**src/hdl/pump_dry_run_controller_core_defines.svh**
```systemverilog
// Assertion helpers for the asserting core module.
`ifndef PUMP_DRY_RUN_CONTROLLER_CORE_DEFINES_SVH
`define PUMP_DRY_RUN_CONTROLLER_CORE_DEFINES_SVH

// Same-cycle implication, muted while reset is low.
`define PDRC_ASSERT_NOW(label, clk, rst_n, ante, cons, msg) \
    label: assert property (@(posedge clk) disable iff (!rst_n) (ante) |-> (cons)) \
        else $error(msg);

// Next-cycle implication, muted while reset is low.
`define PDRC_ASSERT_NEXT(label, clk, rst_n, ante, cons, msg) \
    label: assert property (@(posedge clk) disable iff (!rst_n) (ante) |=> (cons)) \
        else $error(msg);

`endif

```
**src/hdl/pdrc_pkg.sv**
```systemverilog
package pdrc_pkg;

    localparam int DEF_PULSE_BITS = 8;
    localparam int DEF_COUNT_BITS = 16;

    localparam int ADDR_BITS = 4;
    localparam int DATA_BITS = 32;

    // register indexes (byte address / 4)
    localparam logic [1:0] REG_LOCK_TICKS    = 2'd0;
    localparam logic [1:0] REG_PRIMING_TICKS = 2'd1;
    localparam logic [1:0] REG_MANUAL_MODE   = 2'd2;

    // operation codes
    localparam logic [2:0] OP_FLOW_SAMPLE = 3'd0;
    localparam logic [2:0] OP_TICK        = 3'd1;
    localparam logic [2:0] OP_BLINK       = 3'd2;
    localparam logic [2:0] OP_CLR_TRIP    = 3'd3;
    localparam logic [2:0] OP_CLR_TOTALS  = 3'd4;

    // machine states
    localparam logic [1:0] MODE_IDLE   = 2'd0;
    localparam logic [1:0] MODE_CHECK  = 2'd1;
    localparam logic [1:0] MODE_LOCKED = 2'd2;

    localparam logic [1:0] LEVEL_EMPTY = 2'd0;
    localparam logic [1:0] LEVEL_FULL  = 2'd2;

    // flow in Q10 L/min: 1239 * pulses + 63, saturating
    localparam logic [18:0] FLOW_SLOPE  = 19'd1239;
    localparam logic [18:0] FLOW_OFFSET = 19'd63;
    localparam logic [18:0] FLOW_START  = FLOW_SLOPE + FLOW_OFFSET;
    localparam logic [18:0] FLOW_MAX    = 19'h7FFFF;
    localparam logic [18:0] LOW_FLOW    = 19'd5120;
    localparam logic [20:0] LITRE_SUM   = 21'd613174;
    localparam int          LITRES_PER_M3 = 1000;
    localparam int          LOCK_DIV      = 10;

    localparam logic [14:0] RST_LOCK_TICKS    = 15'd600;
    localparam logic [14:0] RST_PRIMING_TICKS = 15'd300;

    typedef struct packed {
        logic        pump_on;
        logic        led_on;
        logic [1:0]  machine_state;
        logic [18:0] flow_rate;
        logic [9:0]  litres;
        logic [15:0] cubic_metres;
        logic [15:0] trip_litres;
        logic [11:0] locked_seconds;
        logic [1:0]  cistern_level;
    } t_status;

endpackage

```
**src/hdl/pdrc_in_if.sv**
```systemverilog
interface pdrc_in_if import pdrc_pkg::*; ();
    logic       valid;
    logic       ready;
    logic [2:0] operation;
    logic       flow_pin;
    logic       level_low_sensor;
    logic       level_high_sensor;
    logic       button;

    modport source (output valid, operation, flow_pin, level_low_sensor,
                    level_high_sensor, button, input ready);
    modport sink   (input valid, operation, flow_pin, level_low_sensor,
                    level_high_sensor, button, output ready);
endinterface

```
**src/hdl/pdrc_out_if.sv**
```systemverilog
interface pdrc_out_if import pdrc_pkg::*; ();
    logic        valid;
    logic        ready;
    logic        pump_on;
    logic        led_on;
    logic [1:0]  machine_state;
    logic [18:0] flow_rate;
    logic [9:0]  litres;
    logic [15:0] cubic_metres;
    logic [15:0] trip_litres;
    logic [11:0] locked_seconds;
    logic [1:0]  cistern_level;

    modport source (output valid, pump_on, led_on, machine_state, flow_rate, litres,
                    cubic_metres, trip_litres, locked_seconds, cistern_level,
                    input ready);
    modport sink   (input valid, pump_on, led_on, machine_state, flow_rate, litres,
                    cubic_metres, trip_litres, locked_seconds, cistern_level,
                    output ready);
endinterface

```
**src/hdl/pump_dry_run_controller_core.sv**
```systemverilog
// Pump controller with dry-run lockout.
// Input channel i_in carries one event beat: flow pin sample, 100 ms control
// tick, lamp blink tick, clear trip count or clear totals, together with the
// float switches and the start button. Every accepted beat yields exactly one
// status beat on o_out: pump drive, lamp, machine state, flow rate (Q10 L/min),
// litres, cubic metres, trip litres, locked seconds and cistern level.
// The status of a beat is registered: valid the cycle after accept if the
// output is free. One beat per cycle while i_in.ready is high; all state updates in the accept cycle.
// Flow rate is kept as a running sum (1239 per pulse), and locked seconds as
// a quotient/remainder pair, so no multiplier or divider is in the path.
// An output register plus a one-beat skid register part the channels: a new
// beat is taken while a status waits, and i_in.ready drops whenever the skid
// is full.
// The APB port holds lock_ticks (0x0), priming_ticks (0x4) and manual_mode
// (0x8); writing manual_mode also stops the pump and idles the machine.
// Reset (synchronous, active low) clears all counters, idles the machine and
// loads the register defaults: lock 600, priming 300, manual off. i_in.ready
// stays low while reset is held.
`include "pump_dry_run_controller_core_defines.svh"

module pump_dry_run_controller_core import pdrc_pkg::*; #(
    parameter int PULSE_BITS = DEF_PULSE_BITS,
    parameter int COUNT_BITS = DEF_COUNT_BITS
) (
    input  logic                 i_clk,
    input  logic                 i_rst_n,
    pdrc_in_if.sink              i_in,
    pdrc_out_if.source           o_out,
    input  logic                 psel,
    input  logic                 penable,
    input  logic                 pwrite,
    input  logic [ADDR_BITS-1:0] paddr,
    input  logic [DATA_BITS-1:0] pwdata,
    output logic [DATA_BITS-1:0] prdata,
    output logic                 pready
);

    // configuration
    logic [14:0] r_lock_ticks, n_lock_ticks;
    logic [14:0] r_prime_ticks, n_prime_ticks;
    logic        r_manual, n_manual;

    // controller state
    logic                  r_last_pin, n_last_pin;
    logic [PULSE_BITS-1:0] r_pulse, n_pulse;
    logic [18:0]           r_pend, n_pend;     // flow the current pulse count gives
    logic [18:0]           r_flow, n_flow;
    logic [19:0]           r_acc, n_acc;
    logic [9:0]            r_litre, n_litre;
    logic [COUNT_BITS-1:0] r_cubic, n_cubic;
    logic [COUNT_BITS-1:0] r_trip, n_trip;
    logic [1:0]            r_mode, n_mode;
    logic [15:0]           r_prime, n_prime;
    logic [15:0]           r_lock, n_lock;
    logic [12:0]           r_lock_sec, n_lock_sec; // lock_counter / 10
    logic [3:0]            r_lock_rem, n_lock_rem; // lock_counter % 10
    logic                  r_drive, n_drive;
    logic                  r_lamp, n_lamp;

    // output and skid stages
    logic    r_out_vld, r_skid_vld;
    t_status r_out, r_skid;
    t_status status;

    logic        accept;
    logic        out_free;
    logic        cfg_we;
    logic [1:0]  cfg_idx;
    logic [1:0]  level;
    logic [19:0] pend_sum;
    logic [20:0] acc_sum;
    logic [15:0] prime_inc;
    logic [15:0] lock_inc;
    logic        low_flow;
    logic        run;

    assign pready   = 1'b1;
    assign cfg_idx  = paddr[3:2];
    assign cfg_we   = psel && penable && pwrite;

    assign i_in.ready = i_rst_n && !r_skid_vld;
    assign accept     = i_in.valid && i_rst_n && !r_skid_vld;
    assign out_free   = !r_out_vld || o_out.ready;

    assign level = {1'b0, i_in.level_low_sensor} + {1'b0, i_in.level_high_sensor};

    always_comb begin
        unique case (cfg_idx)
            REG_LOCK_TICKS:    prdata = {17'd0, r_lock_ticks};
            REG_PRIMING_TICKS: prdata = {17'd0, r_prime_ticks};
            REG_MANUAL_MODE:   prdata = {31'd0, r_manual};
            default:           prdata = '0;
        endcase
    end

    always_comb begin
        n_lock_ticks  = r_lock_ticks;
        n_prime_ticks = r_prime_ticks;
        n_manual      = r_manual;
        n_last_pin    = r_last_pin;
        n_pulse       = r_pulse;
        n_pend        = r_pend;
        n_flow        = r_flow;
        n_acc         = r_acc;
        n_litre       = r_litre;
        n_cubic       = r_cubic;
        n_trip        = r_trip;
        n_mode        = r_mode;
        n_prime       = r_prime;
        n_lock        = r_lock;
        n_lock_sec    = r_lock_sec;
        n_lock_rem    = r_lock_rem;
        n_drive       = r_drive;
        n_lamp        = r_lamp;

        pend_sum  = {1'b0, r_pend} + {1'b0, FLOW_SLOPE};
        acc_sum   = {1'b0, r_acc} + {2'b0, r_pend};
        prime_inc = r_prime + 16'd1;
        lock_inc  = r_lock + 16'd1;
        low_flow  = r_pend < LOW_FLOW;
        run       = 1'b0;

        if (accept) begin
            unique case (i_in.operation)
                OP_FLOW_SAMPLE: begin
                    // count rising edges, saturate the count
                    if (i_in.flow_pin != r_last_pin) begin
                        if (i_in.flow_pin && !(&r_pulse)) begin
                            n_pulse = r_pulse + PULSE_BITS'(1);
                            if (r_pulse == '0) begin
                                n_pend = FLOW_START;
                            end else if (pend_sum > {1'b0, FLOW_MAX}) begin
                                n_pend = FLOW_MAX;
                            end else begin
                                n_pend = pend_sum[18:0];
                            end
                        end
                        n_last_pin = i_in.flow_pin;
                    end
                end
                OP_TICK: begin
                    n_flow  = r_pend;
                    n_pulse = '0;
                    n_pend  = '0;

                    // integrate volume, drop the excess at each litre
                    if (acc_sum >= LITRE_SUM) begin
                        n_acc  = '0;
                        n_trip = r_trip + COUNT_BITS'(1);
                        if (r_litre == 10'(LITRES_PER_M3 - 1)) begin
                            n_litre = '0;
                            n_cubic = r_cubic + COUNT_BITS'(1);
                        end else begin
                            n_litre = r_litre + 10'd1;
                        end
                    end else begin
                        n_acc = acc_sum[19:0];
                    end

                    unique case (r_mode)
                        MODE_IDLE: begin
                            if (r_drive && low_flow) begin
                                n_prime = '0;
                                n_mode  = MODE_CHECK;
                            end
                        end
                        MODE_CHECK: begin
                            n_prime = prime_inc;
                            if (prime_inc > {1'b0, r_prime_ticks}) begin
                                n_lock     = '0;
                                n_lock_sec = '0;
                                n_lock_rem = '0;
                                n_mode     = MODE_LOCKED;
                                n_drive    = 1'b0;
                                n_lamp     = 1'b0;
                            end else if (!low_flow) begin
                                n_mode = MODE_IDLE;
                            end
                        end
                        default: begin
                            n_lock = lock_inc;
                            if (r_lock == 16'hFFFF) begin
                                n_lock_sec = '0;
                                n_lock_rem = '0;
                            end else if (r_lock_rem == 4'(LOCK_DIV - 1)) begin
                                n_lock_sec = r_lock_sec + 13'd1;
                                n_lock_rem = '0;
                            end else begin
                                n_lock_rem = r_lock_rem + 4'd1;
                            end
                            if (lock_inc > {1'b0, r_lock_ticks}) begin
                                n_mode = MODE_IDLE;
                            end
                        end
                    endcase

                    // a full cistern releases the lock; drive holds this tick
                    if (n_mode == MODE_LOCKED && level == LEVEL_FULL) begin
                        n_mode = MODE_IDLE;
                        n_lamp = 1'b0;
                    end else begin
                        if (r_manual) begin
                            run = n_drive || i_in.button;
                        end else begin
                            run = (n_drive || level == LEVEL_EMPTY || i_in.button)
                                  && level != LEVEL_FULL;
                        end
                        if (n_mode == MODE_LOCKED) begin
                            run = 1'b0;
                        end
                        n_drive = run;
                        if (n_mode != MODE_LOCKED) begin
                            n_lamp = run;
                        end
                    end
                end
                OP_BLINK: begin
                    if (r_mode == MODE_LOCKED) begin
                        n_lamp = !r_lamp;
                    end
                end
                OP_CLR_TRIP: begin
                    n_trip = '0;
                end
                OP_CLR_TOTALS: begin
                    n_trip  = '0;
                    n_litre = '0;
                    n_cubic = '0;
                    n_flow  = '0;
                    n_pulse = '0;
                    n_pend  = '0;
                end
                default: begin
                end
            endcase
        end

        // the user must write only while the block is idle; the block itself does not enforce it
        if (cfg_we) begin
            unique case (cfg_idx)
                REG_LOCK_TICKS:    n_lock_ticks  = pwdata[14:0];
                REG_PRIMING_TICKS: n_prime_ticks = pwdata[14:0];
                REG_MANUAL_MODE: begin
                    n_manual = pwdata[0];
                    n_drive  = 1'b0;
                    n_mode   = MODE_IDLE;
                end
                default: begin
                end
            endcase
        end
    end

    always_comb begin
        status.pump_on        = n_drive;
        status.led_on         = n_lamp;
        status.machine_state  = n_mode;
        status.flow_rate      = n_flow;
        status.litres         = n_litre;
        status.cubic_metres   = n_cubic[15:0];
        status.trip_litres    = n_trip[15:0];
        status.locked_seconds = n_lock_sec[11:0];
        status.cistern_level  = level;
    end

    always_ff @(posedge i_clk) begin
        if (!i_rst_n) begin
            r_lock_ticks  <= RST_LOCK_TICKS;
            r_prime_ticks <= RST_PRIMING_TICKS;
            r_manual      <= 1'b0;
            r_last_pin    <= 1'b0;
            r_pulse       <= '0;
            r_pend        <= '0;
            r_flow        <= '0;
            r_acc         <= '0;
            r_litre       <= '0;
            r_cubic       <= '0;
            r_trip        <= '0;
            r_mode        <= MODE_IDLE;
            r_prime       <= '0;
            r_lock        <= '0;
            r_lock_sec    <= '0;
            r_lock_rem    <= '0;
            r_drive       <= 1'b0;
            r_lamp        <= 1'b0;
        end else begin
            r_lock_ticks  <= n_lock_ticks;
            r_prime_ticks <= n_prime_ticks;
            r_manual      <= n_manual;
            r_last_pin    <= n_last_pin;
            r_pulse       <= n_pulse;
            r_pend        <= n_pend;
            r_flow        <= n_flow;
            r_acc         <= n_acc;
            r_litre       <= n_litre;
            r_cubic       <= n_cubic;
            r_trip        <= n_trip;
            r_mode        <= n_mode;
            r_prime       <= n_prime;
            r_lock        <= n_lock;
            r_lock_sec    <= n_lock_sec;
            r_lock_rem    <= n_lock_rem;
            r_drive       <= n_drive;
            r_lamp        <= n_lamp;
        end
    end

    // output register with one skid beat behind it
    always_ff @(posedge i_clk) begin
        if (!i_rst_n) begin
            r_out_vld  <= 1'b0;
            r_skid_vld <= 1'b0;
        end else if (out_free) begin
            r_out_vld  <= r_skid_vld || accept;
            r_skid_vld <= 1'b0;
        end else if (accept) begin
            r_skid_vld <= 1'b1;
        end
    end

    always_ff @(posedge i_clk) begin
        if (out_free) begin
            r_out <= r_skid_vld ? r_skid : status;
        end else if (accept) begin
            r_skid <= status;
        end
    end

    assign o_out.valid          = r_out_vld;
    assign o_out.pump_on        = r_out.pump_on;
    assign o_out.led_on         = r_out.led_on;
    assign o_out.machine_state  = r_out.machine_state;
    assign o_out.flow_rate      = r_out.flow_rate;
    assign o_out.litres         = r_out.litres;
    assign o_out.cubic_metres   = r_out.cubic_metres;
    assign o_out.trip_litres    = r_out.trip_litres;
    assign o_out.locked_seconds = r_out.locked_seconds;
    assign o_out.cistern_level  = r_out.cistern_level;

    // skid holds a beat only behind a pending output beat
    `PDRC_ASSERT_NOW(a_skid_behind_out, i_clk, i_rst_n, r_skid_vld, r_out_vld, "skid beat without output beat")
    // a beat taken while the receiver stalls lands in the skid
    `PDRC_ASSERT_NEXT(a_stall_to_skid, i_clk, i_rst_n, accept && r_out_vld && !o_out.ready, r_skid_vld, "stalled beat lost")
    // the pump never runs while locked
    `PDRC_ASSERT_NOW(a_locked_pump_off, i_clk, i_rst_n, r_mode == MODE_LOCKED, !r_drive, "pump driven while locked")
    // lock seconds remainder stays a decimal digit
    `PDRC_ASSERT_NOW(a_lock_rem_digit, i_clk, i_rst_n, 1'b1, r_lock_rem < 4'(LOCK_DIV), "lock remainder out of range")
    // litres wrap into cubic metres
    `PDRC_ASSERT_NOW(a_litre_range, i_clk, i_rst_n, 1'b1, r_litre < 10'(LITRES_PER_M3), "litre count out of range")

endmodule
```
**src/flat_wrapper.sv**
```systemverilog
// flat-port wrapper written by rule: the top's interface ports become plain ports
module pump_dry_run_controller_core_flat import pdrc_pkg::*;
#(
    parameter int PULSE_BITS = DEF_PULSE_BITS,
    parameter int COUNT_BITS = DEF_COUNT_BITS
)
  (i_clk, i_rst_n, psel, penable, pwrite, paddr, pwdata, prdata, pready, i_in_valid, i_in_operation, i_in_flow_pin, i_in_level_low_sensor, i_in_level_high_sensor, i_in_button, i_in_ready, o_out_valid, o_out_pump_on, o_out_led_on, o_out_machine_state, o_out_flow_rate, o_out_litres, o_out_cubic_metres, o_out_trip_litres, o_out_locked_seconds, o_out_cistern_level, o_out_ready);
  pdrc_in_if i_in_i ();
  pdrc_out_if o_out_i ();
  input  logic i_clk;
  input  logic i_rst_n;
  input  logic psel;
  input  logic penable;
  input  logic pwrite;
  input  logic [ADDR_BITS-1:0] paddr;
  input  logic [DATA_BITS-1:0] pwdata;
  output logic [DATA_BITS-1:0] prdata;
  output logic pready;
  input wire logic [$bits(i_in_i.valid)-1:0] i_in_valid;
  input wire logic [$bits(i_in_i.operation)-1:0] i_in_operation;
  input wire logic [$bits(i_in_i.flow_pin)-1:0] i_in_flow_pin;
  input wire logic [$bits(i_in_i.level_low_sensor)-1:0] i_in_level_low_sensor;
  input wire logic [$bits(i_in_i.level_high_sensor)-1:0] i_in_level_high_sensor;
  input wire logic [$bits(i_in_i.button)-1:0] i_in_button;
  output wire logic [$bits(i_in_i.ready)-1:0] i_in_ready;
  output wire logic [$bits(o_out_i.valid)-1:0] o_out_valid;
  output wire logic [$bits(o_out_i.pump_on)-1:0] o_out_pump_on;
  output wire logic [$bits(o_out_i.led_on)-1:0] o_out_led_on;
  output wire logic [$bits(o_out_i.machine_state)-1:0] o_out_machine_state;
  output wire logic [$bits(o_out_i.flow_rate)-1:0] o_out_flow_rate;
  output wire logic [$bits(o_out_i.litres)-1:0] o_out_litres;
  output wire logic [$bits(o_out_i.cubic_metres)-1:0] o_out_cubic_metres;
  output wire logic [$bits(o_out_i.trip_litres)-1:0] o_out_trip_litres;
  output wire logic [$bits(o_out_i.locked_seconds)-1:0] o_out_locked_seconds;
  output wire logic [$bits(o_out_i.cistern_level)-1:0] o_out_cistern_level;
  input wire logic [$bits(o_out_i.ready)-1:0] o_out_ready;
  assign i_in_i.valid = i_in_valid;
  assign i_in_i.operation = i_in_operation;
  assign i_in_i.flow_pin = i_in_flow_pin;
  assign i_in_i.level_low_sensor = i_in_level_low_sensor;
  assign i_in_i.level_high_sensor = i_in_level_high_sensor;
  assign i_in_i.button = i_in_button;
  assign i_in_ready = i_in_i.ready;
  assign o_out_valid = o_out_i.valid;
  assign o_out_pump_on = o_out_i.pump_on;
  assign o_out_led_on = o_out_i.led_on;
  assign o_out_machine_state = o_out_i.machine_state;
  assign o_out_flow_rate = o_out_i.flow_rate;
  assign o_out_litres = o_out_i.litres;
  assign o_out_cubic_metres = o_out_i.cubic_metres;
  assign o_out_trip_litres = o_out_i.trip_litres;
  assign o_out_locked_seconds = o_out_i.locked_seconds;
  assign o_out_cistern_level = o_out_i.cistern_level;
  assign o_out_i.ready = o_out_ready;
  pump_dry_run_controller_core #(.PULSE_BITS(PULSE_BITS), .COUNT_BITS(COUNT_BITS)) u_core (.i_clk(i_clk), .i_rst_n(i_rst_n), .i_in(i_in_i), .o_out(o_out_i), .psel(psel), .penable(penable), .pwrite(pwrite), .paddr(paddr), .pwdata(pwdata), .prdata(prdata), .pready(pready));
endmodule
```
**config.mk**
```make
export PLATFORM = sky130hd
export DESIGN_NAME = pump_dry_run_controller_core_flat
export DESIGN_NICKNAME = d
export VERILOG_FILES = /design/src/hdl/pdrc_pkg.sv /design/src/hdl/pdrc_in_if.sv /design/src/hdl/pdrc_out_if.sv /design/src/hdl/pump_dry_run_controller_core.sv /design/src/flat_wrapper.sv
export VERILOG_INCLUDE_DIRS = /design/src /design/src/hdl
export SDC_FILE = /design/constraint.sdc
export NUM_CORES = 1
export LEC_CHECK = 0
export BUFFER_PORTS_ARGS = -buffer_cell sky130_fd_sc_hd__buf_2
export CAP_MARGIN = 20
export CORE_ASPECT_RATIO = 0.8
export CORE_MARGIN = 4
export CORE_UTILIZATION = 40
export DETAILED_ROUTE_END_ITERATION = 8
export RECOVER_POWER = 25
export SETUP_SLACK_MARGIN = 0.1
export SLEW_MARGIN = 0
export SYNTH_ARGS = -nofsm -noshare
export SYNTH_HDL_FRONTEND = slang
export SYNTH_SLANG_ARGS = --single-unit
```
**constraint.sdc**
```tcl
create_clock -name i_clk -period 11.2 [get_ports i_clk]
set_input_delay 1.12 -clock i_clk [delete_from_list [all_inputs] [get_ports i_clk]]
set_output_delay 1.12 -clock i_clk [all_outputs]
set_load 0.05 [all_outputs]
```
# Yosys cells after proc, flatten, opt, wreduce, memory -nomap -nowiden
# Index checks and enable logic that the tools add are counted.
[word_totals]
romBits = 0
n_memories = 0
latch_bits = 0
word_cells = 186
ramBits = 0
out_inout_bits = 114
reg_bits = 353
inputBits = 50
[op_classes]
n_bitwise = 3
n_eq_ne = 20
order_cmp = 5
reduce_logical = 40
shift = 0
div_mod_pow = 0
muxes = 68
n_addsub = 11
n_mul = 0
[ops]
columns = ["op", "n"]
rows = [
  ["case mux 16 bit (2 select lines)", 4],
  ["2-to-1 mux 16 bit", 7],
  ["2-to-1 mux 19 bit", 5],
  ["2-to-1 mux 79 bit", 1],
  ["case mux 19 bit (2 select lines)", 2],
  ["adder 16 x 1 -> 16 bit (second input constant)", 4],
  ["case mux 15 bit (3 select lines)", 1],
  ["2-to-1 mux 13 bit", 3],
  ["greater-than comparator 16 x 15 -> 1 bit", 2],
  ["2-to-1 mux 10 bit", 3],
  ["case mux 13 bit (2 select lines)", 1],
  ["2-to-1 mux 12 bit", 2],
  ["2-to-1 mux 2 bit", 11],
  ["adder 20 x 19 -> 21 bit", 1],
  ["greater-or-equal comparator 21 x 20 -> 1 bit (second input constant)", 1],
  ["adder 19 x 11 -> 20 bit (second input constant)", 1],
  ["greater-than comparator 20 x 19 -> 1 bit (second input constant)", 1],
  ["2-to-1 mux 20 bit", 1],
  ["case mux 10 bit (2 select lines)", 1],
  ["< comparator 19 x 13 -> 1 bit (second input constant)", 1],
  ["2-to-1 mux 1 bit", 17],
  ["equality test 16 bit (second input constant)", 1],
  ["2-to-1 mux 8 bit", 2],
  ["case mux 8 bit (2 select lines)", 1],
  ["other kinds (34)", 73],
]

# Longest topological paths before layout
# Gate-level depths: netlist (run 1).
[logic_depth]
depth_word = 17
ltp_mapped = 18
ltp_nobuf = 16

# Worst setup path before layout (run 1)
# Ideal clock, no wire load.
[synth_path]
path_type = "in2reg"
from = "in o_out_ready"
to = "reg u_core.r_skid[0] (netlist name), enable pin"
path_slack_ns = 4.129
path_stages = 2
arrival_time_ns = 6.554
required_time_ns = 10.683
n_path_buf = 0
setup_ns = 0.517
cell_sequence = "nand2b_1 > nor2_1"
[synth_via]
elab_chain_len = 3
[synth_lines]
columns = ["element", "line", "rtl"]
rows = [
  ["start, declared", "flat_wrapper.sv:36", "input wire logic [$bits(o_out_i.ready)-1:0] o_out_ready;"],
  ["logical OR 1 bit", "pump_dry_run_controller_core.sv:83", "assign out_free = !r_out_vld || o_out.ready;"],
  ["inverter 1 bit (no line)", "-", ""],
  ["AND reduction 2 bit (no line)", "-", ""],
  ["end signal, assigned", "pump_dry_run_controller_core.sv:325", "r_skid <= status;"],
  ["end, declared", "pump_dry_run_controller_core.sv:62", "t_status r_out, r_skid;"],
]
# No other way between the ends.
# A chain may end at the register's enable or synchronous reset.

# Worst setup path after layout (run 1)
[layout_path]
from = "in o_out_ready"
to = "reg u_core.r_out (netlist bit u_core.o_out.trip_litres[11]), enable pin"
[layout_via]
elab_chain_len = 1
[layout_lines]
columns = ["element", "line", "rtl"]
rows = [
  ["logical OR 1 bit", "pump_dry_run_controller_core.sv:83", ""],
  ["named net u_core.out_free", "pump_dry_run_controller_core.sv:66", "logic out_free;"],
  ["end signal, assigned", "pump_dry_run_controller_core.sv:323", "r_out <= r_skid_vld ? r_skid : status;"],
  ["end, declared", "pump_dry_run_controller_core.sv:62", ""],
]
# The timed path passes the listed nets, and every way through them passes these cells.

==> results.txt, run 1 <==
The floorplan step defined a die boundary enclosing 48,700 um^2. The tool flagged a number of max-cap violations equal to 2. The repair_antennas step left the layout with diodes totalling 0. Counting flops with a built-in enable in the synthesized netlist gives 158. The required time at the worst-slack endpoint was 11.30 ns.

The first global-routing pass estimated 72.6 mm of wire. On the final layout, the worst clock skew is 0.0199 ns. Counting every instance in the synthesized netlist gives 1,865.

Setup repair after global routing left no endpoint under its margin. At the end of routability-driven placement, the weighted congestion stood at 0.869. In the final routed layout, each cell accounts on average for 17.4 um.

Port buffering added 126 buffers. The count of placed standard cells including taps is 2,496. The detailed router used layers up to and including met5. The run finished, with violations left.

The tools report the capture point of the critical path as u_core.o_out.trip_litres[11]. Leaving out filler cells and counting taps, the final layout contains 2,568. The total power divided by cell area is 140 nW/um^2. The final reports fail on capacitance limit, slew limit.

Summed over all nets, wire length on met2 after detailed routing comes to 19.5 mm. The tools report the DRC violation count after routing as 0. IR analysis of the VDD net gives a maximum drop of 0.0000868 V. In this run the standard cell core region covers 44,500 um^2. At the pin with the least slew margin, the transition time is 2.89 ns. The net count of the finished layout is 2,048, and the number of max-slew violations in the final report is 85. The tools report the launch instance of the worst register-to-register path as u_core.r_pend[6]. The time the worst path needs with I/O delays and setup came out at 4.69 ns. The cell area after synthesis was 18,100 um^2. The setup slack of the worst register-to-register path was 6.61 ns; the via count of the first global-routing pass was 13,520. The number of hold violations in the final report was 0; the number of buffers added for setup after CTS was 0.

In this run the power spent charging and discharging nets is 0.699 mW. After layout, the worst setup slack is 6.51 ns. A synthesized cell averages 9.70 um^2.

The tools report the met3 wire length as 2.46 mm. The initial antenna violation count was 2; the layout cell share with drive strength beyond 1 was 0.115. After clock tree synthesis, the flow added hold-fix buffers numbering 0.

Setup violations remaining at the end of the flow were counted as 0. The clock reaches the later pin of the worst-skew pair after 0.54 ns. Destination of the worst register-to-register timing path: u_core.o_out.litres[1]. For this block, wires on met1 add up to 21.8 mm. The starting utilization of the core area was 0.406; the top fanout value on the critical path was 49. The remaining antenna violation count after routing is 0. TritonCTS built the clock tree.

The height of the die is 198 um. The detailed router placed 14,044 vias in this run. The tools report the static power due to leakage as 7.87 nW. Boundary pin count: 164. The design draws 2.85 mW.

The tools report the sequential cell area fraction in the yosys report as 0.477. The tools report the overall global routing resource usage as 0.181. The worst hold path belongs to the class flip-flop to flip-flop.

The CTS H-tree depth was 2. Proportion of total power due to net switching: 0.245. The critical path in this run is classified as primary input to flip-flop. Data on the critical path arrives at its endpoint at 4.78 ns. The utilization after layout was 0.456. The clock slew at the register clock pins of the worst setup and hold paths came out at 0.06 ns. The share of total power in combinational logic was 0.065. The logs give 0 for the number of warnings issued by yosys and 0.482 for the part of the power in registers. The internal portion of the total power is 2.15 mW. The finished cells cover 20,300 um^2. The area growth from synthesis to layout works out to 12.2%. The number of distinct library cells after synthesis was 90; the number of gates resized after cts was 0. The wire-length estimate of the detail-placed layout is 29.8 mm. The logs give 0.454 for the relative contribution of the clock network to total power and 3 for the maximum clock insertion buffer count.

The fraction of the cycle the final worst path needs works out to 0.418. The synthesized design contains 352 register bits. The tightest hold margin was 0.463 ns.

Minimum setup slack after placement: 6.27 ns. The number of buffers inserted during clock tree synthesis is 39. The worst reg-to-reg path cell count came out at 12. For this run the aggregate overflow at the end of global routing stands at 0. The tools report the starting DRC count in detailed routing as 1,131. For this run, the leading register cell type out of synthesis is sky130_fd_sc_hd__dfxtp_1. The share of flip-flops with an asynchronous set or reset works out to 0.

In this run the most critical hold path is launched from u_core.r_acc[5]. Timing would allow up to 213 MHz. The root buffer cell chosen for the clock tree is sky130_fd_sc_hd__clkbuf_16. STA classifies the critical path startpoint as a primary input. Summing all placed instances gives a cell area of 19,100 um^2. Entering global routing, the biggest net connects 97 pins. After floorplanning, the core was divided into 69 placement rows. STA classifies the critical path endpoint as a flip-flop.

The sink count of the clock tree was 352; the relative slew slack was -0.930. Tracing the worst setup path back leads to its startpoint at o_out_ready. For the final wirelength, the log shows 44.6 mm. The die is 246 um wide. Adding up every negative setup slack in the final design gives 0 ns. The tools report the count of TritonRoute iterations in the first routing pass as 5.

The ratio of routed vias to standard cells was 5.47.
==> cells in the mapped netlist (34+ instances only) <==
cell type,number,share of area
sky130_fd_sc_hd__dfxtp_1,194,0.21
sky130_fd_sc_hd__mux2_2,55,0.034
sky130_fd_sc_hd__clkbuf_1,89,0.018
sky130_fd_sc_hd__nor2_1,117,0.024
sky130_fd_sc_hd__a21boi_0,52,0.022
sky130_fd_sc_hd__a21o_1,34,0.014
sky130_fd_sc_hd__nand3_1,70,0.019
sky130_fd_sc_hd__and3_1,34,0.012
sky130_fd_sc_hd__ha_1,63,0.044
sky130_fd_sc_hd__edfxtp_1,158,0.26
sky130_fd_sc_hd__nor2b_1,50,0.017
sky130_fd_sc_hd__inv_1,57,0.012
sky130_fd_sc_hd__and2_1,89,0.031
sky130_fd_sc_hd__nand2_1,186,0.039
sky130_fd_sc_hd__a21oi_1,73,0.020
sky130_fd_sc_hd__o21ai_0,89,0.025
==> cell type report <==
class                           count  area, um^2
Fill cell                        4331       24200
Clock inverter                     18         163
Multi-Input combinational cell   1344        8760
Sequential cell                   352        8630
Timing Repair Buffer              139         639
Clock buffer                       54        1150
Inverter                           58         219
Tap cell                          603         754
==> cells by family (layout without fill, tap and decap cells) <==
kind of cell | Yosys count | after routing | synth area share
compound gates | 462 | 462 | 0.176
flops | 352 | 352 | 0.477
buf+inv | 185 | 269 | 0.0443
xor+xnor | 46 | 46 | 0.0223
simple gates | 676 | 676 | 0.189
fa+ha+maj | 64 | 64 | 0.0447
mux | 78 | 78 | 0.0469
other cells | 2 | 18 | 0.000415
==> per-layer routing <==
layer  vias to the layer above  track usage
li1                       6875            -
met1                      6731        0.261
met2                       369        0.282
met3                        65       0.0328
met4                         4       0.0447
met5                         -            0
==> cells in the final DEF (no fill, tap or decap), types with 21 or more instances in the layout <==
cell and n:
sky130_fd_sc_hd__dfxtp_1 194, sky130_fd_sc_hd__nand2_1 186, sky130_fd_sc_hd__edfxtp_1 158, sky130_fd_sc_hd__nor2_1 116, sky130_fd_sc_hd__o21ai_0 89, sky130_fd_sc_hd__and2_1 89, sky130_fd_sc_hd__clkbuf_1 81, sky130_fd_sc_hd__a21oi_1 73
sky130_fd_sc_hd__nand3_1 70, sky130_fd_sc_hd__ha_1 63, sky130_fd_sc_hd__inv_1 57, sky130_fd_sc_hd__mux2_2 55, sky130_fd_sc_hd__a21boi_0 52, sky130_fd_sc_hd__buf_2 52, sky130_fd_sc_hd__nor2b_1 50, sky130_fd_sc_hd__clkbuf_16 42
sky130_fd_sc_hd__and3_1 34, sky130_fd_sc_hd__a21o_1 34, sky130_fd_sc_hd__a31oi_1 31, sky130_fd_sc_hd__nand4_1 26, sky130_fd_sc_hd__nor3_1 24, sky130_fd_sc_hd__xor2_1 23, sky130_fd_sc_hd__xnor2_1 23, sky130_fd_sc_hd__mux2i_1 23
sky130_fd_sc_hd__a22o_1 21, sky130_fd_sc_hd__a22oi_1 21
==> sequential cells by signal, summed over array words and instances (netlist names), 16 cells and up <==
register                   flops
u_core.r_lock                 16
u_core.r_trip                 16
u_core.r_flow                 19
u_core.r_cubic                16
u_core.r_acc                  20
u_core.r_skid                 79
u_core.o_out.flow_rate        19
u_core.r_prime                16
u_core.r_pend                 19
u_core.o_out.cubic_metres     16
u_core.o_out.trip_litres      16
==> worst min-delay path by stage <==
stage | to | slack (ns) | cells past startpoint
after detailed placement | u_core.r_acc[5] | 0.45 | 2
after CTS | u_core.r_acc[5] | 0.47 | 2
after global placement | u_core.r_acc[5] | 0.45 | 2
after global routing | u_core.r_acc[5] | 0.49 | 2
after floorplan | u_core.r_acc[5] | 0.44 | 2
final | u_core.r_acc[5] | 0.46 | 2
==> critical path: stages <==
cell and delay, ns:
sky130_fd_sc_hd__buf_2 0.08, sky130_fd_sc_hd__nand2b_1 1.39, sky130_fd_sc_hd__clkbuf_1 2.13
==> power by group through the flow <==
stage,registers (mW),logic (mW),clock network (mW)
6_report,1.37,0.184,1.29
3_5_place_dp,1.40,0.190,0
3_3_place_gp,1.40,0.189,0
2_1_floorplan,1.46,0.0831,0
5_1_grt,1.38,0.196,1.38
4_1_cts,1.37,0.190,1.33
Power figures use the tool's default switching activity.
==> run 2: changes to the inputs <==
==> constraint.sdc (replaced) <==
create_clock -name i_clk -period 4.5 [get_ports i_clk]
set_input_delay 0.45 -clock i_clk [delete_from_list [all_inputs] [get_ports i_clk]]
set_output_delay 0.45 -clock i_clk [all_outputs]
set_load 0.05 [all_outputs]
==> results.txt, run 2 (synthesis results as in run 1) <==
The tools report the capturing element type of the critical path as a flip-flop. The tools report the utilization after layout as 0.460 (+0.00466). The post-DP HPWL is 30.7 mm (+2.8%).

The count of port buffers added during placement was 126 (unchanged); the layout cell share with drive strength beyond 1 was 0.118 (+0.00362). The number of hold violations in the final report was 0 (unchanged); the setup total negative slack was 0 ns (unchanged). The logs give 19,300 um^2 (+0.85%) for the post-detailed-placement cell area and 0.406 (unchanged) for the starting utilization of the core area. Setup repair after global routing could not meet its margin everywhere. The flow ran to the end, but the final reports show violations.

For the row count, the log shows 69 (unchanged). The tools report the arrival time at the worst endpoint as 4.39 ns (-0.39 ns). The minimum setup slack after placement is 0.364 ns (-5.91 ns), and the count of TritonRoute iterations in the first routing pass is 7 (+2). The time the worst path needs with I/O delays and setup is 4.08 ns, and the DRC violation count after routing is 0 (unchanged). The die extent in x is 246 um (unchanged). The average wire per standard cell is 17.7 um (+1.6%), and the met2 track demand over resource is 0.269 (-0.0133). The tools report the count of placed standard cells including taps as 2,511 (+0.60%). The global routing stage identified its most utilized layer as met1. The worst setup slack after layout was 0.421 ns (-6.09 ns); the boundary pin count was 164 (unchanged). The relative slew slack is -0.445 (+0.484), and the achievable clock frequency is 245 MHz. The worst hold path belongs to the class primary input to flip-flop. The area growth from synthesis to layout works out to 13.4%. The via count of the first global-routing pass is 13,212 (-2.3%), and the ratio of routed vias to standard cells is 5.44 (-0.47%). In the layout the commonest cells are sky130_fd_sc_hd__dfxtp_1, sky130_fd_sc_hd__nand2_1, sky130_fd_sc_hd__edfxtp_1, sky130_fd_sc_hd__nor2_1. The met3 usage in global routing was 0.0310 (-0.00176); the clock skew was 0.0200 ns (+0.000137 ns). The run gives 2,064 (+0.78%) as the net count of the finished layout. The run gives 1,098 (-2.9%) as the starting DRC count in detailed routing. The critical path goes through ha_1 -> fa_1 -> nand3_1 -> a21o_1 -> a21oi_2 -> o2111ai_1 -> nor3b_2 -> nor4b_2 -> a2bb2oi_4 -> a21boi_2 -> a31oi_1 -> a41o_1 -> mux2_2. Clock slew at the register clock pins of the worst setup and hold paths: 0.06 ns (about the same). The type of origin of the critical path is a flip-flop. For the post-route cell area, the log shows 20,500 um^2 (+1.0%). The height of the die was 198 um (unchanged); the initial antenna violation count was 1 (-1). The count of buffer and inverter cells on the critical path is 0 (-2), and the remaining antenna violation count after routing is 0 (unchanged). The insertion delay of the later-clocked pin in the worst-skew pair is 0.57 ns (+0.03 ns), and the CTS H-tree depth is 2 (unchanged). The final reports fail on capacitance limit, slew limit.

The top fanout value on the critical path is 13 (-73%), and the number of buffers inserted during clock tree synthesis is 39 (unchanged). The run gives 0 (unchanged) as the number of setup violations in the final report. For the die area, the log shows 48,700 um^2 (unchanged). The overall global routing resource usage was 0.183 (+0.00261); the total power divided by cell area was 352 nW/um^2 (+150%).

The logs give 352 (unchanged) for the sink count of the clock tree and 0.146 ns (-0.317 ns) for the tightest hold margin. The library cell used most frequently in the layout, excluding fill and tap cells, is sky130_fd_sc_hd__dfxtp_1. For the number of max-cap violations, the log shows 1 (-1). The largest registers in the layout are u_core.r_skid: 79 flops, u_core.r_acc: 20 flops. Fraction of the cycle the final worst path needs: 0.906. The tools report the final total power as 7.22 mW (+150%).

Largest stage delay on the critical path: 0.59 ns (-1.54 ns). The static power due to leakage is 7.96 nW (+1.0%). Overall via count from detail_route: 14,076 (+0.23%). Worst setup path category: flip-flop to flip-flop.

More flip-flops sit in one register than any other, and that register is u_core.r_skid. The met1 track demand over resource in global routing is 0.280 (+0.0188), and the transition at the pin with the smallest max-transition slack is 2.17 ns (-0.727 ns). For the final estimated routing congestion in global placement, the log shows 0.895 (+3.0%). The run gives 188 (+94%) as the largest net degree at the start of global routing. The required time at the worst-slack endpoint is 4.81 ns (-6.49 ns), and the worst-case vdd ir drop is 0.000233 V (+170%). The tools report the total congestion overflow after global routing as 0 (unchanged). The tree is rooted in a sky130_fd_sc_hd__clkbuf_16. The final standard cell count with taps included and fillers excluded was 2,586 (+0.70%).

TritonCTS built the clock tree. The number of max-slew violations in the final report is 40 (-53%). The number of flip-flops in the largest register was 79 (unchanged); the first-pass GRT wire length was 72.7 mm (+0.14%). On the critical path the largest part of the delay comes from compound AO/OA/AOI/OAI gates.

The area of the core region is 44,500 um^2 (unchanged). Among all stages on the critical path, the largest delay is contributed by sky130_fd_sc_hd__a21boi_2. The final wirelength was 45.7 mm (+2.3%). The maximum clock insertion buffer count is 3 (unchanged).
-- run 2: cell types whose count changed in the layout (fill, tap and decap cells not counted), moves of 3 or more --
cell,delta
sky130_fd_sc_hd__clkbuf_8,+3
sky130_fd_sc_hd__clkinv_4,-4
sky130_fd_sc_hd__buf_4,+12
sky130_fd_sc_hd__clkbuf_1,+7
sky130_fd_sc_hd__buf_12,+4
sky130_fd_sc_hd__buf_2,-8
sky130_fd_sc_hd__bufinv_16,+3
-- run 2: layer usage --
layer / part of all wire / vias to the layer above / wire, um
met5: 0 / - / 0
met4: 0.020 / 0 / 893
met3: 0.058 / 56 / 2630
met2: 0.42 / 379 / 19000
met1: 0.51 / 6733 / 23200
li1: - / 6908 / -
-- run 2: cell type report --
| class | instances | area [um^2] |
|---|---|---|
| clock inverters | 19 | 218 |
| repair buffers | 155 | 792 |
| inverters | 58 | 219 |
| well taps | 603 | 754 |
| fillers | 4246 | 24000 |
| multi-input cells | 1344 | 8770 |
| diodes | 2 | 5.00 |
| flip-flops and latches | 352 | 8630 |
| clock buffers | 53 | 1130 |
-- run 2: worst min-delay path: cells and delay by family --
kind	cells	cell delay (ns)
AND/OR/NAND/NOR	1	0.04
buffers and inverters	1	0.09
AO/OA/AOI/OAI	1	0.08
-- run 2: power by group --
group | total, mW | switching [mW] | internal (mW)
Sequential | 3.42 | 0.0254 | 3.39
Clock | 3.34 | 1.34 | 2.00
Combinational | 0.463 | 0.368 | 0.0950
Total | 7.22 | 1.74 | 5.49
-- run 2: repair_timing --
item,in CTS,in global routing
setup endpoints to repair,0,13
buffers inserted,0,1
gates resized for setup,0,4
hold buffers,0,0
-- run 2: path summary, 6_finish.rpt --
kind,from,endpoint,slack (ns),depth (start not counted)
hold / removal,pwdata[5],u_core.r_prime_ticks[5],0.15,3
hold reg to reg,u_core.r_acc[10],u_core.r_acc[10],0.47,2
setup / recovery,u_core.r_pend[0],u_core.o_out.trip_litres[10],0.42,13
setup reg to reg,u_core.r_pend[0],u_core.o_out.trip_litres[10],0.42,13
==> run 3: changes to the inputs <==
--- a/config.mk
+++ b/config.mk
@@ -8,10 +8,10 @@
 export LEC_CHECK = 0
 export BUFFER_PORTS_ARGS = -buffer_cell sky130_fd_sc_hd__buf_2
 export CAP_MARGIN = 20
-export CORE_ASPECT_RATIO = 0.8
 export CORE_MARGIN = 4
-export CORE_UTILIZATION = 40
+export CORE_UTILIZATION = 55
 export DETAILED_ROUTE_END_ITERATION = 8
+export PLACE_DENSITY = 0.75
 export RECOVER_POWER = 25
 export SETUP_SLACK_MARGIN = 0.1
 export SLEW_MARGIN = 0
==> results.txt, run 3 (synthesis results as in run 1) <==
For the final estimated routing congestion in global placement, the log shows 0.907 (+1.3%). The final reports fail on capacitance limit, slew limit. Initial antenna violation count: 3 (+2). The run gives 1 (unchanged) as the number of max-cap violations. The required time at the worst-slack endpoint was 4.77 ns (-0.04 ns); the row count was 66 (-4.3%).

The number of setup violations in the final report is 0 (unchanged). The run gives 109 (-42%) as the largest net degree at the start of global routing. The logs give 352 (unchanged) for the sink count of the clock tree and 0 (unchanged) for the DRC violation count after routing.

For the via count of the first global-routing pass, the log shows 13,778 (+4.3%). Leaving out fill and tap cells, the most frequent cell in the layout is sky130_fd_sc_hd__dfxtp_1. The starting DRC count in detailed routing is 1,295 (+18%).

Height of the die: 189 um (-4.5%). The post-DP HPWL was 29.3 mm (-4.6%). The logs give 0.620 (+0.160) for the utilization after layout and 2,057 (-0.34%) for the net count of the finished layout. The fraction of the cycle the final worst path needs was 0.919 (+0.0128).

Type of origin of the critical path: a flip-flop. Setup repair after global routing left no endpoint under its margin. The total power divided by cell area works out to 350 nW/um^2 (-0.65%). By startpoint and endpoint, the worst setup path is classified as flip-flop to flip-flop. In the final layout, the registers with the most flip-flops are u_core.r_skid: 79 flops, u_core.r_acc: 20 flops.

The die extent in x is 189 um (-23%). The logs give -0.159 (+0.286) for the relative slew slack and 2 (unchanged) for the CTS H-tree depth. The number of cells traversed by the worst hold path was 3 (unchanged). Counting flops per register, the top entry is u_core.r_skid. Arrival time at the worst endpoint: 4.41 ns (+0.02 ns). In the layout the commonest cells are sky130_fd_sc_hd__dfxtp_1, sky130_fd_sc_hd__nand2_1, sky130_fd_sc_hd__edfxtp_1, sky130_fd_sc_hd__nor2_1, sky130_fd_sc_hd__clkbuf_1. The total congestion overflow after global routing came out at 0 (unchanged). The logs give 32,500 um^2 (-27%) for the area of the core region and 35,900 um^2 (-26%) for the die area.

The flow ran to the end, but the final reports show violations. Worst reg-to-reg path cell count: 12 (-1). The number of buffers inserted during clock tree synthesis was 38 (-2.6%).

The achievable clock frequency came out at 242 MHz (-1.4%). The root buffer cell chosen for the clock tree is sky130_fd_sc_hd__clkbuf_16. Final wirelength: 43.0 mm (-5.8%).

The count of port buffers added during placement was 126 (unchanged). The worst hold path belongs to the class primary input to flip-flop. The layout cell share with drive strength beyond 1 came out at 0.113 (-0.00555). The count of TritonRoute iterations in the first routing pass was 5 (-2); the top fanout value on the critical path was 7 (-6).

The number of flip-flops in the largest register is 79 (unchanged). The time the worst path needs with I/O delays and setup was 4.14 ns (+0.0577 ns); the tightest hold margin was 0.172 ns (+0.0261 ns). The logs give 0.556 (+0.150) for the starting utilization of the core area and 0.0145 ns (-0.00547 ns) for the clock skew. The clock slew at the register clock pins of the worst setup and hold paths is 0.06 ns (about the same).

TritonCTS built the clock tree. For the boundary pin count, the log shows 164 (unchanged). The number of max-slew violations in the final report came out at 39 (-2.5%). The average wire per standard cell was 17.8 um (+0.82%); the overall global routing resource usage was 0.235 (+0.0516).

The remaining antenna violation count after routing is 0 (unchanged). For the cts-stage hold buffer count, the log shows 0 (unchanged). The worst-case vdd ir drop is 0.000265 V (+14%), and the overall via count from detail_route is 14,269 (+1.4%). The maximum clock insertion buffer count came out at 3 (unchanged).

The setup total negative slack was 0 ns (unchanged). The run gives 7.88 nW (-0.98%) as the static power due to leakage. Relative to the synthesized area, the layout overhead comes to 11.5%. The first-pass GRT wire length was 70.3 mm (-3.4%).

The tools report the insertion delay of the later-clocked pin in the worst-skew pair as 0.52 ns (-0.05 ns). The worst setup path is captured at a flip-flop. The transition at the pin with the smallest max-transition slack was 1.74 ns (-0.429 ns); the number of hold violations in the final report was 0 (unchanged). The ratio of routed vias to standard cells was 5.91 (+8.5%).
## run 3: final timing paths
check,slack (ns),startpoint,end
max reg2reg,0.36,u_core.r_pend[5],u_core.o_out.cubic_metres[0]
min,0.17,pwdata[4],u_core.r_lock_ticks[4]
min reg2reg,0.47,u_core.r_acc[12],u_core.r_acc[12]
max,0.36,u_core.r_pend[5],u_core.o_out.cubic_metres[0]
## run 3: repair_timing
action	4_1_cts	5_1_grt
setup buffers	0	0
resized for setup	0	4
setup endpoints to repair	0	16
## run 3: critical path, stage by stage (launching register included)
cell	delay, ns
sky130_fd_sc_hd__dfxtp_1	0.54
sky130_fd_sc_hd__ha_1	0.38
sky130_fd_sc_hd__a21oi_1	0.35
sky130_fd_sc_hd__o21ai_0	0.13
sky130_fd_sc_hd__a31oi_1	0.28
sky130_fd_sc_hd__xnor2_1	0.19
sky130_fd_sc_hd__a31oi_1	0.16
sky130_fd_sc_hd__nor4b_2	0.44
sky130_fd_sc_hd__a2bb2oi_4	0.14
sky130_fd_sc_hd__a21oi_1	0.44
sky130_fd_sc_hd__o21ai_1	0.24
sky130_fd_sc_hd__a22o_1	0.33
sky130_fd_sc_hd__mux2_2	0.27
## run 3: per-stage QoR
step	area, um^2	cells	setup slack (ns)	total power, mW
after floorplan	18200	1881	0.120	3.85
after global placement	19000	2344	0.428	3.95
after detailed placement	19000	2344	0.398	3.96
after CTS	20300	2413	0.363	7.12
after global routing	20200	2415	0.151	7.28
final	20200	2415	0.363	7.06
## run 3: routing by layer
layer / GRT usage / part of all wire
met3: 0.0358 / 0.060
met1: 0.324 / 0.45
met2: 0.382 / 0.46
met5: 0 / 0.00063
met4: 0.0765 / 0.028
## run 3: power by group
group / internal (mW) / total, mW / switching (mW)
Clock: 1.91 / 3.18 / 1.27
Sequential: 3.39 / 3.42 / 0.0246
Combinational: 0.0935 / 0.459 / 0.366
## run 3: area by class of cell
| type | instances | area [um^2] |
|---|---|---|
| Timing Repair Buffer | 149 | 721 |
| Fill cell | 2770 | 12400 |
| Clock buffer | 50 | 1070 |
| Multi-Input combinational cell | 1344 | 8770 |
| Inverter | 58 | 219 |
| Antenna cell | 1 | 2.50 |
| Tap cell | 442 | 553 |
| Sequential cell | 352 | 8630 |
| Clock inverter | 19 | 208 |
